**src/sv/cchh_pkg.sv**
```systemverilog
// ----------------------------------------------------------------------------
// cchh_pkg
// Shared types, constants and the arctangent table for the compass heading
// block.
// ----------------------------------------------------------------------------
package cchh_pkg;

    // shared multiplier operand and product widths
    localparam int MUL_A_W = 33;
    localparam int MUL_B_W = 17;
    localparam int MUL_P_W = MUL_A_W + MUL_B_W;

    // heading in 1/64 degree
    localparam int              HEAD_W    = 15;
    localparam logic [HEAD_W-1:0] FULL_TURN = 15'd23040;
    localparam int              HALF_TURN = 11520;

    // configuration port
    localparam int CFG_IDX_W  = 4;
    localparam int CFG_DATA_W = 16;

    localparam logic [CFG_IDX_W-1:0] CFG_OFFSET_X  = 4'd0;
    localparam logic [CFG_IDX_W-1:0] CFG_OFFSET_Y  = 4'd1;
    localparam logic [CFG_IDX_W-1:0] CFG_SCALE_X   = 4'd2;
    localparam logic [CFG_IDX_W-1:0] CFG_SCALE_Y   = 4'd3;
    localparam logic [CFG_IDX_W-1:0] CFG_USE_CAL   = 4'd4;
    localparam logic [CFG_IDX_W-1:0] CFG_HOLD_EN   = 4'd5;
    localparam logic [CFG_IDX_W-1:0] CFG_HOLD_SPD  = 4'd6;
    localparam logic [CFG_IDX_W-1:0] CFG_SMOOTHING = 4'd7;

    // binary angle of a half turn (2^32 is a full turn)
    localparam logic [31:0] ANGLE_HALF = 32'h8000_0000;

    localparam int ATAN_IDX_W = 5;

    // status of the iterative cordic unit
    typedef struct packed {
        logic busy;
        logic done;
    } t_cordic_status;

    // atan(2^-i) as a binary angle
    function automatic logic [31:0] atan_angle(input logic [ATAN_IDX_W-1:0] idx);
        logic [31:0] a;
        case (idx)
            5'd0:    a = 32'd536870912;
            5'd1:    a = 32'd316933406;
            5'd2:    a = 32'd167458907;
            5'd3:    a = 32'd85004756;
            5'd4:    a = 32'd42667331;
            5'd5:    a = 32'd21354465;
            5'd6:    a = 32'd10679838;
            5'd7:    a = 32'd5340245;
            5'd8:    a = 32'd2670163;
            5'd9:    a = 32'd1335087;
            5'd10:   a = 32'd667544;
            5'd11:   a = 32'd333772;
            5'd12:   a = 32'd166886;
            5'd13:   a = 32'd83443;
            5'd14:   a = 32'd41722;
            5'd15:   a = 32'd20861;
            5'd16:   a = 32'd10430;
            5'd17:   a = 32'd5215;
            5'd18:   a = 32'd2608;
            5'd19:   a = 32'd1304;
            5'd20:   a = 32'd652;
            5'd21:   a = 32'd326;
            5'd22:   a = 32'd163;
            5'd23:   a = 32'd81;
            default: a = 32'd0;
        endcase
        return a;
    endfunction

endpackage

```
**src/sv/cchh_mul.sv**
```systemverilog
// ----------------------------------------------------------------------------
// cchh_mul
// Shared signed multiplier with a registered product, used in turn for the
// soft-iron scaling, the angle conversion and the hold smoothing.
// ----------------------------------------------------------------------------
module cchh_mul
    import cchh_pkg::*;
(
    input  logic                      i_clk,
    input  logic signed [MUL_A_W-1:0] i_a,
    input  logic signed [MUL_B_W-1:0] i_b,
    output logic signed [MUL_P_W-1:0] o_prod
);

    logic signed [MUL_P_W-1:0] r_prod;

    // product register
    always_ff @(posedge i_clk) begin
        r_prod <= MUL_P_W'(i_a) * MUL_P_W'(i_b);
    end

    assign o_prod = r_prod;

endmodule

```
**src/sv/cchh_cordic.sv**
```systemverilog
// ----------------------------------------------------------------------------
// cchh_cordic
// Iterative vectoring cordic: one micro-rotation a cycle, returns the binary
// angle of (x, y) with the left half-plane folded over first.
// ----------------------------------------------------------------------------
module cchh_cordic
    import cchh_pkg::*;
#(
    parameter int CORDIC_STEPS = 16,
    parameter int VEC_W        = 31
)
(
    input  logic                    i_clk,
    input  logic                    i_rst_n,
    input  logic                    i_start,
    input  logic signed [VEC_W-1:0] i_x,
    input  logic signed [VEC_W-1:0] i_y,
    output logic [31:0]             o_z,
    output t_cordic_status          o_stat
);

    localparam int CW = (CORDIC_STEPS > 1) ? $clog2(CORDIC_STEPS) : 1;
    localparam logic [CW-1:0] LAST_STEP = CW'(CORDIC_STEPS - 1);

    logic                    r_busy;
    logic                    r_done;
    logic [CW-1:0]           r_cnt;
    logic signed [VEC_W-1:0] r_x;
    logic signed [VEC_W-1:0] r_y;
    logic [31:0]             r_z;

    logic signed [VEC_W-1:0] xs;
    logic signed [VEC_W-1:0] ys;
    logic [31:0]             step_angle;

    // shifted terms and table angle of the current step
    always_comb begin
        xs         = r_x >>> r_cnt;
        ys         = r_y >>> r_cnt;
        step_angle = atan_angle(ATAN_IDX_W'(r_cnt));
    end

    // step control
    always_ff @(posedge i_clk) begin
        if (!i_rst_n) begin
            r_busy <= 1'b0;
            r_done <= 1'b0;
            r_cnt  <= '0;
        end else begin
            r_done <= 1'b0;
            if (i_start) begin
                r_busy <= 1'b1;
                r_cnt  <= '0;
            end else if (r_busy) begin
                if (r_cnt == LAST_STEP) begin
                    r_busy <= 1'b0;
                    r_done <= 1'b1;
                end else begin
                    r_cnt <= r_cnt + CW'(1);
                end
            end
        end
    end

    // vector and angle datapath
    always_ff @(posedge i_clk) begin
        if (i_start) begin
            if (i_x[VEC_W-1]) begin
                r_x <= -i_x;
                r_y <= -i_y;
                r_z <= ANGLE_HALF;
            end else begin
                r_x <= i_x;
                r_y <= i_y;
                r_z <= '0;
            end
        end else if (r_busy) begin
            if (!r_y[VEC_W-1]) begin
                r_x <= r_x + ys;
                r_y <= r_y - xs;
                r_z <= r_z + step_angle;
            end else begin
                r_x <= r_x - ys;
                r_y <= r_y + xs;
                r_z <= r_z - step_angle;
            end
        end
    end

    assign o_z         = r_z;
    assign o_stat.busy = r_busy;
    assign o_stat.done = r_done;

endmodule

```
**src/sv/calibrated_compass_heading_hold_top.sv**
```systemverilog
// ----------------------------------------------------------------------------
// calibrated_compass_heading_hold_top
// Compass heading from a calibrated magnetometer sample, with a low-speed
// heading hold.
// ----------------------------------------------------------------------------
// Usage
//   Input channel (i_in_valid / o_in_stall) carries one sample: mag_x, mag_y
//   and ground_speed. Output channel (o_out_valid / i_out_stall) carries the
//   heading in 1/64 degree and the hold flag. Each item gives one result.
//   Registers are written through i_cfg_valid / o_cfg_ready, index and data;
//   write them only while the block is idle.
// Sequence and throughput
//   An accepted item runs through S_MULX, S_MULY, S_LOAD, the cordic wait
//   S_CORD, S_CONV, S_CONVR and S_HPREP, then S_HMUL and S_HFIN when the hold
//   branch runs, and ends in S_DONE; a zero vector skips S_CORD, S_CONV and
//   S_CONVR. The serial cordic loop, one micro-rotation a cycle, dominates;
//   the single multiplier serves the scaling, angle conversion and smoothing
//   in turn. One item is in work at a time; o_in_stall is high until it
//   leaves the datapath, so the next item is taken only after that.
// Stall and reset
//   The result sits in an output register, so the next item may be taken
//   while it waits; a finished item waits in place if that register is
//   still stalled. Reset restores the register defaults and clears the held
//   heading (unseeded).
// ----------------------------------------------------------------------------
module calibrated_compass_heading_hold_top
    import cchh_pkg::*;
#(
    parameter int CORDIC_STEPS = 16,
    parameter int MAG_BITS     = 12
)
(
    input  logic                        i_clk,
    input  logic                        i_rst_n,
    // sample channel
    input  logic                        i_in_valid,
    output logic                        o_in_stall,
    input  logic signed [MAG_BITS-1:0]  i_mag_x,
    input  logic signed [MAG_BITS-1:0]  i_mag_y,
    input  logic [11:0]                 i_ground_speed,
    // result channel
    output logic                        o_out_valid,
    input  logic                        i_out_stall,
    output logic [HEAD_W-1:0]           o_heading_out,
    output logic                        o_hold_active,
    // register write channel
    input  logic                        i_cfg_valid,
    output logic                        o_cfg_ready,
    input  logic [CFG_IDX_W-1:0]        i_cfg_index,
    input  logic [CFG_DATA_W-1:0]       i_cfg_data
);

    // scaled product and cordic vector widths
    localparam int PROD_W = MAG_BITS + 17;
    localparam int VEC_W  = MAG_BITS + 19;
    localparam int CONV_LSB = 32;

    typedef enum logic [10:0] {
        S_IDLE  = 11'b000_0000_0001,
        S_MULX  = 11'b000_0000_0010,
        S_MULY  = 11'b000_0000_0100,
        S_LOAD  = 11'b000_0000_1000,
        S_CORD  = 11'b000_0001_0000,
        S_CONV  = 11'b000_0010_0000,
        S_CONVR = 11'b000_0100_0000,
        S_HPREP = 11'b000_1000_0000,
        S_HMUL  = 11'b001_0000_0000,
        S_HFIN  = 11'b010_0000_0000,
        S_DONE  = 11'b100_0000_0000
    } t_state;

    t_state r_state;

    // registers
    logic signed [MAG_BITS-1:0] r_offset_x;
    logic signed [MAG_BITS-1:0] r_offset_y;
    logic [15:0]                r_scale_x;
    logic [15:0]                r_scale_y;
    logic                       r_use_cal;
    logic                       r_hold_en;
    logic [6:0]                 r_hold_speed;
    logic [8:0]                 r_smoothing;

    // item and datapath registers
    logic signed [MAG_BITS-1:0] r_mag_x;
    logic signed [MAG_BITS-1:0] r_mag_y;
    logic [11:0]                r_speed;
    logic signed [PROD_W-1:0]   r_px;
    logic [HEAD_W-1:0]          r_raw;
    logic [HEAD_W-1:0]          r_held;
    logic [HEAD_W-1:0]          r_base;
    logic signed [HEAD_W-1:0]   r_diff;
    logic [HEAD_W-1:0]          r_result;
    logic                       r_active;

    // output register
    logic                       r_o_valid;
    logic [HEAD_W-1:0]          r_o_heading;
    logic                       r_o_hold;

    // shared unit hookup
    logic signed [MUL_A_W-1:0]  mul_a;
    logic signed [MUL_B_W-1:0]  mul_b;
    logic signed [MUL_P_W-1:0]  mul_prod;
    logic                       cordic_start;
    logic [31:0]                cordic_z;
    t_cordic_status             cordic_stat;

    // combinational helpers
    logic                       in_accept;
    logic                       slot_free;
    logic signed [MAG_BITS:0]   dx;
    logic signed [MAG_BITS:0]   dy;
    logic signed [VEC_W-1:0]    x_src;
    logic signed [VEC_W-1:0]    y_src;
    logic [8:0]                 k_sat;
    logic [MUL_P_W-1:0]         conv_sum;
    logic [HEAD_W-1:0]          conv_h;
    logic [HEAD_W-1:0]          raw_wrapped;
    logic                       hold_branch;
    logic [HEAD_W-1:0]          base;
    logic signed [HEAD_W:0]     diff_full;
    logic signed [HEAD_W:0]     diff_wrap;
    logic signed [MUL_P_W-1:0]  hold_sum;
    logic signed [HEAD_W:0]     hold_term;
    logic signed [HEAD_W+1:0]   f_sum;
    logic signed [HEAD_W+1:0]   f_norm;

    assign in_accept   = i_in_valid && !o_in_stall;
    assign slot_free   = !r_o_valid || !i_out_stall;
    assign o_in_stall  = (r_state != S_IDLE);
    assign o_cfg_ready = 1'b1;

    // register writes
    always_ff @(posedge i_clk) begin
        if (!i_rst_n) begin
            r_offset_x   <= '0;
            r_offset_y   <= '0;
            r_scale_x    <= 16'd16384;
            r_scale_y    <= 16'd16384;
            r_use_cal    <= 1'b0;
            r_hold_en    <= 1'b1;
            r_hold_speed <= 7'd20;
            r_smoothing  <= 9'd26;
        end else if (i_cfg_valid && o_cfg_ready) begin
            case (i_cfg_index)
                CFG_OFFSET_X:  r_offset_x   <= signed'(i_cfg_data[MAG_BITS-1:0]);
                CFG_OFFSET_Y:  r_offset_y   <= signed'(i_cfg_data[MAG_BITS-1:0]);
                CFG_SCALE_X:   r_scale_x    <= i_cfg_data[15:0];
                CFG_SCALE_Y:   r_scale_y    <= i_cfg_data[15:0];
                CFG_USE_CAL:   r_use_cal    <= i_cfg_data[0];
                CFG_HOLD_EN:   r_hold_en    <= i_cfg_data[0];
                CFG_HOLD_SPD:  r_hold_speed <= i_cfg_data[6:0];
                CFG_SMOOTHING: r_smoothing  <= i_cfg_data[8:0];
                default: ;
            endcase
        end
    end

    // offset removal and smoothing saturation
    always_comb begin
        dx    = (MAG_BITS + 1)'(r_mag_x) - (MAG_BITS + 1)'(r_offset_x);
        dy    = (MAG_BITS + 1)'(r_mag_y) - (MAG_BITS + 1)'(r_offset_y);
        k_sat = (r_smoothing > 9'd256) ? 9'd256 : r_smoothing;
    end

    // multiplier operand select
    always_comb begin
        mul_a = '0;
        mul_b = '0;
        case (r_state)
            S_MULX: begin
                mul_a = MUL_A_W'(dx);
                mul_b = signed'({1'b0, r_scale_x});
            end
            S_MULY: begin
                mul_a = MUL_A_W'(dy);
                mul_b = signed'({1'b0, r_scale_y});
            end
            S_CONV: begin
                mul_a = signed'({1'b0, cordic_z});
                mul_b = signed'({2'b00, FULL_TURN});
            end
            S_HMUL: begin
                mul_a = MUL_A_W'(r_diff);
                mul_b = signed'({8'd0, k_sat});
            end
            default: ;
        endcase
    end

    // cordic source vector
    always_comb begin
        if (r_use_cal) begin
            x_src = VEC_W'(r_px);
            y_src = VEC_W'(signed'(mul_prod[PROD_W-1:0]));
        end else begin
            x_src = VEC_W'(r_mag_x);
            y_src = VEC_W'(r_mag_y);
        end
        cordic_start = (r_state == S_LOAD) && !((x_src == '0) && (y_src == '0));
    end

    // binary angle to 1/64 degree, round half up
    always_comb begin
        conv_sum    = $unsigned(mul_prod) + MUL_P_W'(ANGLE_HALF);
        conv_h      = conv_sum[CONV_LSB+HEAD_W-1:CONV_LSB];
        raw_wrapped = (conv_h >= FULL_TURN) ? (conv_h - FULL_TURN) : conv_h;
    end

    // hold branch: seed, wrapped difference
    always_comb begin
        hold_branch = r_hold_en && (r_speed < {5'd0, r_hold_speed});
        base        = (r_held == '0) ? r_raw : r_held;
        diff_full   = signed'({1'b0, r_raw}) - signed'({1'b0, base});
        diff_wrap   = diff_full;
        if (diff_full > (HEAD_W + 1)'(HALF_TURN)) begin
            diff_wrap = diff_full - signed'({1'b0, FULL_TURN});
        end else if (diff_full < -(HEAD_W + 1)'(HALF_TURN)) begin
            diff_wrap = diff_full + signed'({1'b0, FULL_TURN});
        end
    end

    // smoothed heading, rounded and normalised
    always_comb begin
        hold_sum  = mul_prod + MUL_P_W'(128);
        hold_term = signed'(hold_sum[HEAD_W+8:8]);
        f_sum     = signed'({2'b00, r_base}) + (HEAD_W + 2)'(hold_term);
        f_norm    = f_sum;
        if (f_sum < 0) begin
            f_norm = f_sum + signed'({2'b00, FULL_TURN});
        end else if (f_sum >= signed'({2'b00, FULL_TURN})) begin
            f_norm = f_sum - signed'({2'b00, FULL_TURN});
        end
    end

    // sequencer
    always_ff @(posedge i_clk) begin
        if (!i_rst_n) begin
            r_state <= S_IDLE;
            r_held  <= '0;
        end else begin
            case (r_state)
                S_IDLE: begin
                    if (in_accept) begin
                        r_state <= S_MULX;
                    end
                end
                S_MULX:  r_state <= S_MULY;
                S_MULY:  r_state <= S_LOAD;
                S_LOAD: begin
                    r_state <= cordic_start ? S_CORD : S_HPREP;
                end
                S_CORD: begin
                    if (cordic_stat.done) begin
                        r_state <= S_CONV;
                    end
                end
                S_CONV:  r_state <= S_CONVR;
                S_CONVR: r_state <= S_HPREP;
                S_HPREP: begin
                    if (hold_branch) begin
                        if (r_held == '0) begin
                            r_held <= r_raw;
                        end
                        r_state <= S_HMUL;
                    end else begin
                        if (r_hold_en) begin
                            r_held <= r_raw;
                        end
                        r_state <= S_DONE;
                    end
                end
                S_HMUL:  r_state <= S_HFIN;
                S_HFIN:  r_state <= S_DONE;
                S_DONE: begin
                    if (slot_free) begin
                        r_state <= S_IDLE;
                    end
                end
                default: r_state <= S_IDLE;
            endcase
        end
    end

    // datapath registers
    always_ff @(posedge i_clk) begin
        if (in_accept) begin
            r_mag_x <= i_mag_x;
            r_mag_y <= i_mag_y;
            r_speed <= i_ground_speed;
        end
        if (r_state == S_MULY) begin
            r_px <= signed'(mul_prod[PROD_W-1:0]);
        end
        if (r_state == S_LOAD) begin
            r_raw <= '0;
        end
        if (r_state == S_CONVR) begin
            r_raw <= raw_wrapped;
        end
        if (r_state == S_HPREP) begin
            r_base   <= base;
            r_diff   <= HEAD_W'(diff_wrap);
            r_result <= r_raw;
            r_active <= hold_branch;
        end
        if (r_state == S_HFIN) begin
            r_result <= HEAD_W'(f_norm);
        end
    end

    // output register
    always_ff @(posedge i_clk) begin
        if (!i_rst_n) begin
            r_o_valid <= 1'b0;
        end else if ((r_state == S_DONE) && slot_free) begin
            r_o_valid <= 1'b1;
        end else if (r_o_valid && !i_out_stall) begin
            r_o_valid <= 1'b0;
        end
    end

    always_ff @(posedge i_clk) begin
        if ((r_state == S_DONE) && slot_free) begin
            r_o_heading <= r_result;
            r_o_hold    <= r_active;
        end
    end

    assign o_out_valid   = r_o_valid;
    assign o_heading_out = r_o_heading;
    assign o_hold_active = r_o_hold;

    // shared multiplier
    cchh_mul u_mul (
        .i_clk  (i_clk),
        .i_a    (mul_a),
        .i_b    (mul_b),
        .o_prod (mul_prod)
    );

    // serial cordic
    cchh_cordic #(
        .CORDIC_STEPS (CORDIC_STEPS),
        .VEC_W        (VEC_W)
    ) u_cordic (
        .i_clk   (i_clk),
        .i_rst_n (i_rst_n),
        .i_start (cordic_start),
        .i_x     (x_src),
        .i_y     (y_src),
        .o_z     (cordic_z),
        .o_stat  (cordic_stat)
    );

    // checks
    a_heading_range: assert property (@(posedge i_clk) disable iff (!i_rst_n)
        o_out_valid |-> (o_heading_out < FULL_TURN))
        else $error("heading out of range");

    a_cordic_done_state: assert property (@(posedge i_clk) disable iff (!i_rst_n)
        cordic_stat.done |-> (r_state == S_CORD))
        else $error("cordic finished outside its wait state");

    a_cordic_idle: assert property (@(posedge i_clk) disable iff (!i_rst_n)
        (r_state == S_IDLE) |-> !cordic_stat.busy)
        else $error("cordic busy while sequencer idle");

    a_accept_starts: assert property (@(posedge i_clk) disable iff (!i_rst_n)
        in_accept |=> (r_state == S_MULX))
        else $error("accepted item did not start");

endmodule
```
**config.mk**
```make
export PLATFORM = sky130hd
export DESIGN_NAME = calibrated_compass_heading_hold_top
export DESIGN_NICKNAME = d
export VERILOG_FILES = /design/src/sv/cchh_pkg.sv /design/src/sv/cchh_mul.sv /design/src/sv/cchh_cordic.sv /design/src/sv/calibrated_compass_heading_hold_top.sv
export SDC_FILE = /design/constraint.sdc
export NUM_CORES = 2
export LEC_CHECK = 0
export ABC_AREA = 1
export BUFFER_PORTS_ARGS = -buffer_cell sky130_fd_sc_hd__buf_4
export CAP_MARGIN = 40
export CORE_AREA = 3 3 365 367
export CTS_CLUSTER_DIAMETER = 30
export DETAILED_ROUTE_END_ITERATION = 10
export DIE_AREA = 0 0 368 370
export SLEW_MARGIN = 15
export SYNTH_ARGS = -nofsm -noshare
export SYNTH_HDL_FRONTEND = slang
export SYNTH_SLANG_ARGS = --single-unit
```
**constraint.sdc**
```tcl
create_clock -name i_clk -period 15.25 [get_ports i_clk]
set_clock_uncertainty 0.15 [all_clocks]
set_input_delay 0 -clock i_clk [delete_from_list [all_inputs] [get_ports i_clk]]
set_output_delay 0 -clock i_clk [all_outputs]
set_load 0.02 [all_outputs]
```
After elaboration in Yosys (flattened, before gate mapping):

Memory sizes are Yosys's and may differ from the RTL's. A register that Yosys moved wholly into a read port is not among the register bits.
Cells that the tools add are included.

* memories: 1
* ROM bits: 480
* register bits after elaboration: 390
* word-level logic and storage cells: 162
* input bits: 61
* output and inout port bits: 19

* bitwise operators: 3
* equal/unequal tests: 23
* mux-type cells: 43
* $lt $le $gt $ge: 7
* add/subtract/negate cells: 20
* shift operators: 2
* $mul: 1
* reductions and logical operators: 33

Memories
* (name not given): depth 16, width 30, read ports 1, clocked after memory_dff 1, write ports 0, line cchh_pkg.sv:45 `case (idx)`

Operator list (count)
* $mux 31: 10
* $mux 15: 12
* $pmux 33 s4: 1
* $mux 32: 4
* $pmux 11 s11: 1
* $pmux 16 s4: 1
* $add 31x31->31: 2
* $logic_not 31->1: 2
* $neg 31->31: 2
* $sshr 31x4->31: 2
* $sub 31x31->31: 2
* $add 47x32->47 const B: 1
* $mul 33x17->47: 1
* $sub 15x15->15 const B: 3
* $mux 11: 4
* $add 32x32->32: 1
* $sub 32x32->32: 1
* $add 15x15->15 const B: 2
* $sub 12x12->13: 2
* $add 24x9->24 const B: 1
* $reduce_and 2->1: 10
* $add 16x16->17: 1
* $ge 17x16->1 const B: 1
* $lt 17x1->1 const B: 1
* 39 further kinds: 64

Longest topological paths before layout:

* depth after elaboration: 7
* mapped depth: 43
* gate-level depth less buffers: 41

Modules after synthesis:

A second synthesis with hierarchy kept.

* cell total of the unflattened synthesis: 7512
* area, all modules: 53279.8 um^2

By module, submodules not included
* cchh_mul: times used 1, area each 22342.7 um^2, sequential area each 1001.0 um^2, cells each 2989
* cchh_cordic: times used 1, area each 16689.8 um^2, sequential area each 3543.4 um^2, cells each 2717
* calibrated_compass_heading_hold_top: times used 1, area each 14247.4 um^2, sequential area each 6286.0 um^2, cells each 1806

Worst setup path after synthesis:

OpenSTA, ideal clock, no wires.

* path type: register to register
* start point: register r_state[8]
* end point: register u_mul.r_prod[40] (netlist: u_mul.o_prod[40])
* required time: 14.982 ns
* setup time: 0.118 ns
* clock period less this slack: 7.693 ns
* setup slack: 7.557 ns
* arrival time: 7.425 ns
* cell stages (with the launch flop): 36
* buffers on the path: 2
* cell sequence: dfxtp_1 > nor2_1 > inv_1 > nor2_1 > inv_1 > nor2_1 > nand2_1 > clkinv_1 > o21ai_0 > a21oi_1 > or3_1 > clkbuf_1 > clkbuf_1 > nand2_1 > fa_1 > fa_1 > inv_1 > fa_1 > fa_1 > fa_1 > inv_1 > fa_1 > inv_1 > ha_1 > nand2_1 > nor2_1 > nand4_1 > or2_2 > nand2_1 > a21boi_0 > o21bai_1 > nand3_1 > a21boi_0 > o21ai_0 > inv_1 > nor2_1

* cells in the longest elaborated chain, start to end: 3
* elaborated cells between the ends (all ways): 7
* classes of those cells: mul (1); eq/ne (4); mux (2)

Ends and longest elaborated chain
* start: declaration: line calibrated_compass_heading_hold_top.sv:72 `t_state r_state;`
* start signal: assignment: line calibrated_compass_heading_hold_top.sv:252 `r_state <= cordic_start ? S_CORD : S_HPREP;`
* $eq 11x9->1 (tied with other cells): line calibrated_compass_heading_hold_top.sv:171 `case (r_state)`
* $pmux 33 s4 / $pmux 16 s4 (equally long branches): line calibrated_compass_heading_hold_top.sv:171
* $mul 33x17->47 *: line cchh_mul.sv:19 `r_prod <= MUL_P_W'(i_a) * MUL_P_W'(i_b);`
* end signal: assignment: line cchh_mul.sv:19
* end: declaration: line cchh_mul.sv:15 `logic signed [MUL_P_W-1:0] r_prod;`

Every way passes the cells marked *; elsewhere a longest branch is shown, timed or not.
A chain may end at the register's enable or synchronous reset.

Final worst setup path:

* start point: register r_mag_x[0]
* end point: register u_mul.r_prod[42] (netlist: u_mul.o_prod[42])

* cells in the longest elaborated chain, start to end: 3

Ends and longest elaborated chain
* start: declaration: line calibrated_compass_heading_hold_top.sv:85 `logic signed [MAG_BITS-1:0] r_mag_x;`
* start signal: assignment: line calibrated_compass_heading_hold_top.sv:289 `r_mag_x <= i_mag_x;`
* $sub 12x12->13: line calibrated_compass_heading_hold_top.sv:162 `dx = (MAG_BITS + 1)'(r_mag_x) - (MAG_BITS + 1)'(r_offset_x);`
* $pmux 33 s4: line calibrated_compass_heading_hold_top.sv:171
* $mul 33x17->47: line cchh_mul.sv:19

No other way between the ends.

==> flow_summary.toml <==
[status]
status = "complete, but fails checks"
violations = "antenna violations"

[critical_path]
critPathSlowestCell = "nand2_1"
worst_setup_path_end_kind = "flip-flop"
cpMostUsedCell = "inv_1"
crit_required_ns = 15.63
critPathKind = "reg2reg"
worstPathArrival_ns = 9.49
rr_worst_depth = 37
crit_path_start_kind = "flip-flop"
worst-path-max-fanout = 74
max_stage_delay_ns = 0.63

[drt]
vias = 45174
routed_wl_um = 165000
drtIter0Drc = 3694
ant_nets = 1
viasPerCell = 5.14
drc = 0
first_pass_iters = 6
wl_per_cell_um = 18.7

[placement]
placement.io_buffers = 78
dpl_cell_area_um2 = 51900
dp_cells = 8452
dp_hpwl_um = 131000
finalWeightedCongestion = 0.958

[min_path]
hp-class = "in2reg"
hold_depth = 4

[synth]
yosysSeqAreaShare = 0.217
avgSynthCellArea_um2 = 7.28
synth_ff_type = "edfxtp_1"
synth_nets = 7608
yosys_warnings = 0
synth.distinct_cells = 70
yosysTopAreaCell = "fa_1"
ys_seq_elements = 418
synth_edf_count = 236
synth.area.top_cells = "fa_1 20%, edfxtp_1 14%, nand2_1 13%"
syn_area_um2 = 49300
synth_top_area_share = 0.199
syn_inst = 6774
ys_async_sr_fraction = 0

[timing]
setup_viol = 0
finalSetupTns_ns = 0
rsz0062_at_grt = "false"
fin_crit_ns = 9.11
maxSlewHeadroom = 0.400
fmax_mhz = 110
worst_pin_slew_ns = 0.899
slew_violations = 0
post-route-period-util = 0.597
finalHoldViolations = 0

[layout]
fin_cells = 8793
fin_util = 0.439
synthToLayoutAreaGrowth_pct = 15.6
fin_area_um2 = 57000
layout_common_cells = "1678 x nand2_1, 1317 x inv_1, 490 x fa_1"
layout.nets = 7782
drive_gt1_frac = 0.0593
final_common_cell = "nand2_1"

[grt]
grt_overflow = 0
grt_first_pass_wirelength_um = 258000
antenna_found_initial = 5
grt_max_degree = 93
grt_pass1_vias = 45309
track_usage = 0.241

[floorplanning]
die_area_um2 = 136000
rows = 132
die-height_um = 370
die_w_um = 368
design.core.area_um2 = 130000
start_util = 0.380
ios = 80

[cts]
cts_setup_buffers = 0
cts_tree = "built"
clockBufferDepth = 3
clkLatencyLatePin_ns = 0.68
clk_pin_slew_ns = 0.05
cts_max_level = 3
root_buffer = "clkbuf_16"
numCtsBuffers = 108
cts_num_sinks = 418

[pwr]
power_density_nw_per_um2 = 70.7
vdd_drop_max_mv = 0.0908
power.leakage_nw = 28.5

[flow_run]
maxCapViolations = 0
routing by layer:
metal | wire length (um) | vias to the layer above | global-route usage
li1 | - | 21647 | -
met4 | 7830 | 0 | 0.103
met3 | 8860 | 317 | 0.0222
met1 | 69100 | 21751 | 0.308
met2 | 79000 | 1459 | 0.415
met5 | 0 | - | 0
worst max-delay path, delay by kind of cell (launching register included):
family / cells / cell delay, ns
XOR/XNOR: 1 / 0.15
flip-flops: 1 / 0.31
AND/OR/NAND/NOR: 10 / 1.56
adder cells (fa/ha/maj): 9 / 3.89
AO/OA/AOI/OAI: 8 / 2.07
buffers and inverters: 9 / 0.74
worst paths after layout:
check             slack, ns     startpoint               end
hold reg to reg        0.27    r_result[9]  o_heading_out[9]
setup reg to reg       6.14     r_mag_x[0]  u_mul.o_prod[42]
setup / recovery       6.14     r_mag_x[0]  u_mul.o_prod[42]
hold / removal         0.06  i_cfg_data[2]    r_smoothing[2]
cells by family (layout without fill, tap and decap cells):
kind of cell               count (synthesis)  count (layout)  synth area share
AOI/OAI and AO/OA                        951             951             0.105
muxes                                      1               1          0.000203
other                                      1               8         0.0000760
adders and majority gates                773             773             0.271
buffers and inverters                   1553            1823             0.121
xor gates and xnor gates                 286             286            0.0509
DFF                                      418             418             0.217
and+or+nand+nor                         2791            2791             0.235
repair_timing:
action,CTS,global route
hold buffers,124,0
endpoints found under the setup margin,0,0
hold endpoints to repair,221,0
gates resized for setup,0,0
per-stage QoR:
stage	power [W]	setup WS, ns	hold slack, ns
after floorplan	0.00153	7.56	-0.0511
after global placement	0.00166	5.47	0.0296
final	0.00403	6.14	0.0639
after detailed placement	0.00167	5.59	0.0296
after CTS	0.00405	5.49	0.00533
after global routing	0.00417	5.54	0.0672
state kept, by name (all words and copies together) (netlist names), 7 cells and up:
name	cells
u_mul.o_prod	45
u_cordic.o_z	32
u_cordic.r_x	31
u_cordic.r_y	31
u_cordic.step_angle	30
r_px	29
r_scale_x	16
r_scale_y	16
o_heading_out	15
r_base	15
r_diff	15
r_held	15
r_raw	15
r_result	15
r_mag_x	12
r_mag_y	12
r_offset_x	12
r_offset_y	12
r_speed	12
r_state	11
r_smoothing	9
r_hold_speed	7
synthesized netlist by cell type (all sizes together) (2+ instances only):
cell     number
inv        1327
nand3b       12
o2111ai       4
nor4         25
or3           3
dfxtp       182
o211ai       17
nand3       411
fa          490
a21oi       380
a31oi        26
or2          25
xnor2        97
xor2        189
o41ai         2
o21a         15
clkbuf      130
o22ai         8
edfxtp      236
nor3         67
nand2      1682
o221ai        5
o21bai       16
and2          7
a221oi        3
buf          85
a21boi       20
o31ai         7
nor3b         6
and3          6
a22o          2
nor2        471
clkinv       11
nand4        75
o21ai       425
a21o         13
ha          283
a2111oi       2
final cells by class:
cell class | count | area (um^2)
diodes | 7 | 17.5
inverters | 1338 | 5020
well taps | 1742 | 2180
flip-flops and latches | 418 | 10700
clock buffers | 125 | 2880
fillers | 13294 | 72800
multi-input cells | 4803 | 32700
repair buffers | 279 | 2540
clock inverters | 81 | 941
power breakdown:
| group | switching, W | leakage [nW] | internal (W) |
|---|---|---|---|
| Sequential | 0.0000188 | 3.72 | 0.00122 |
| Clock | 0.000782 | 1.80 | 0.00157 |
| Combinational | 0.000297 | 23.0 | 0.000151 |
| Total | 0.00110 | 28.5 | 0.00293 |
(Power assumes the default switching activity.)
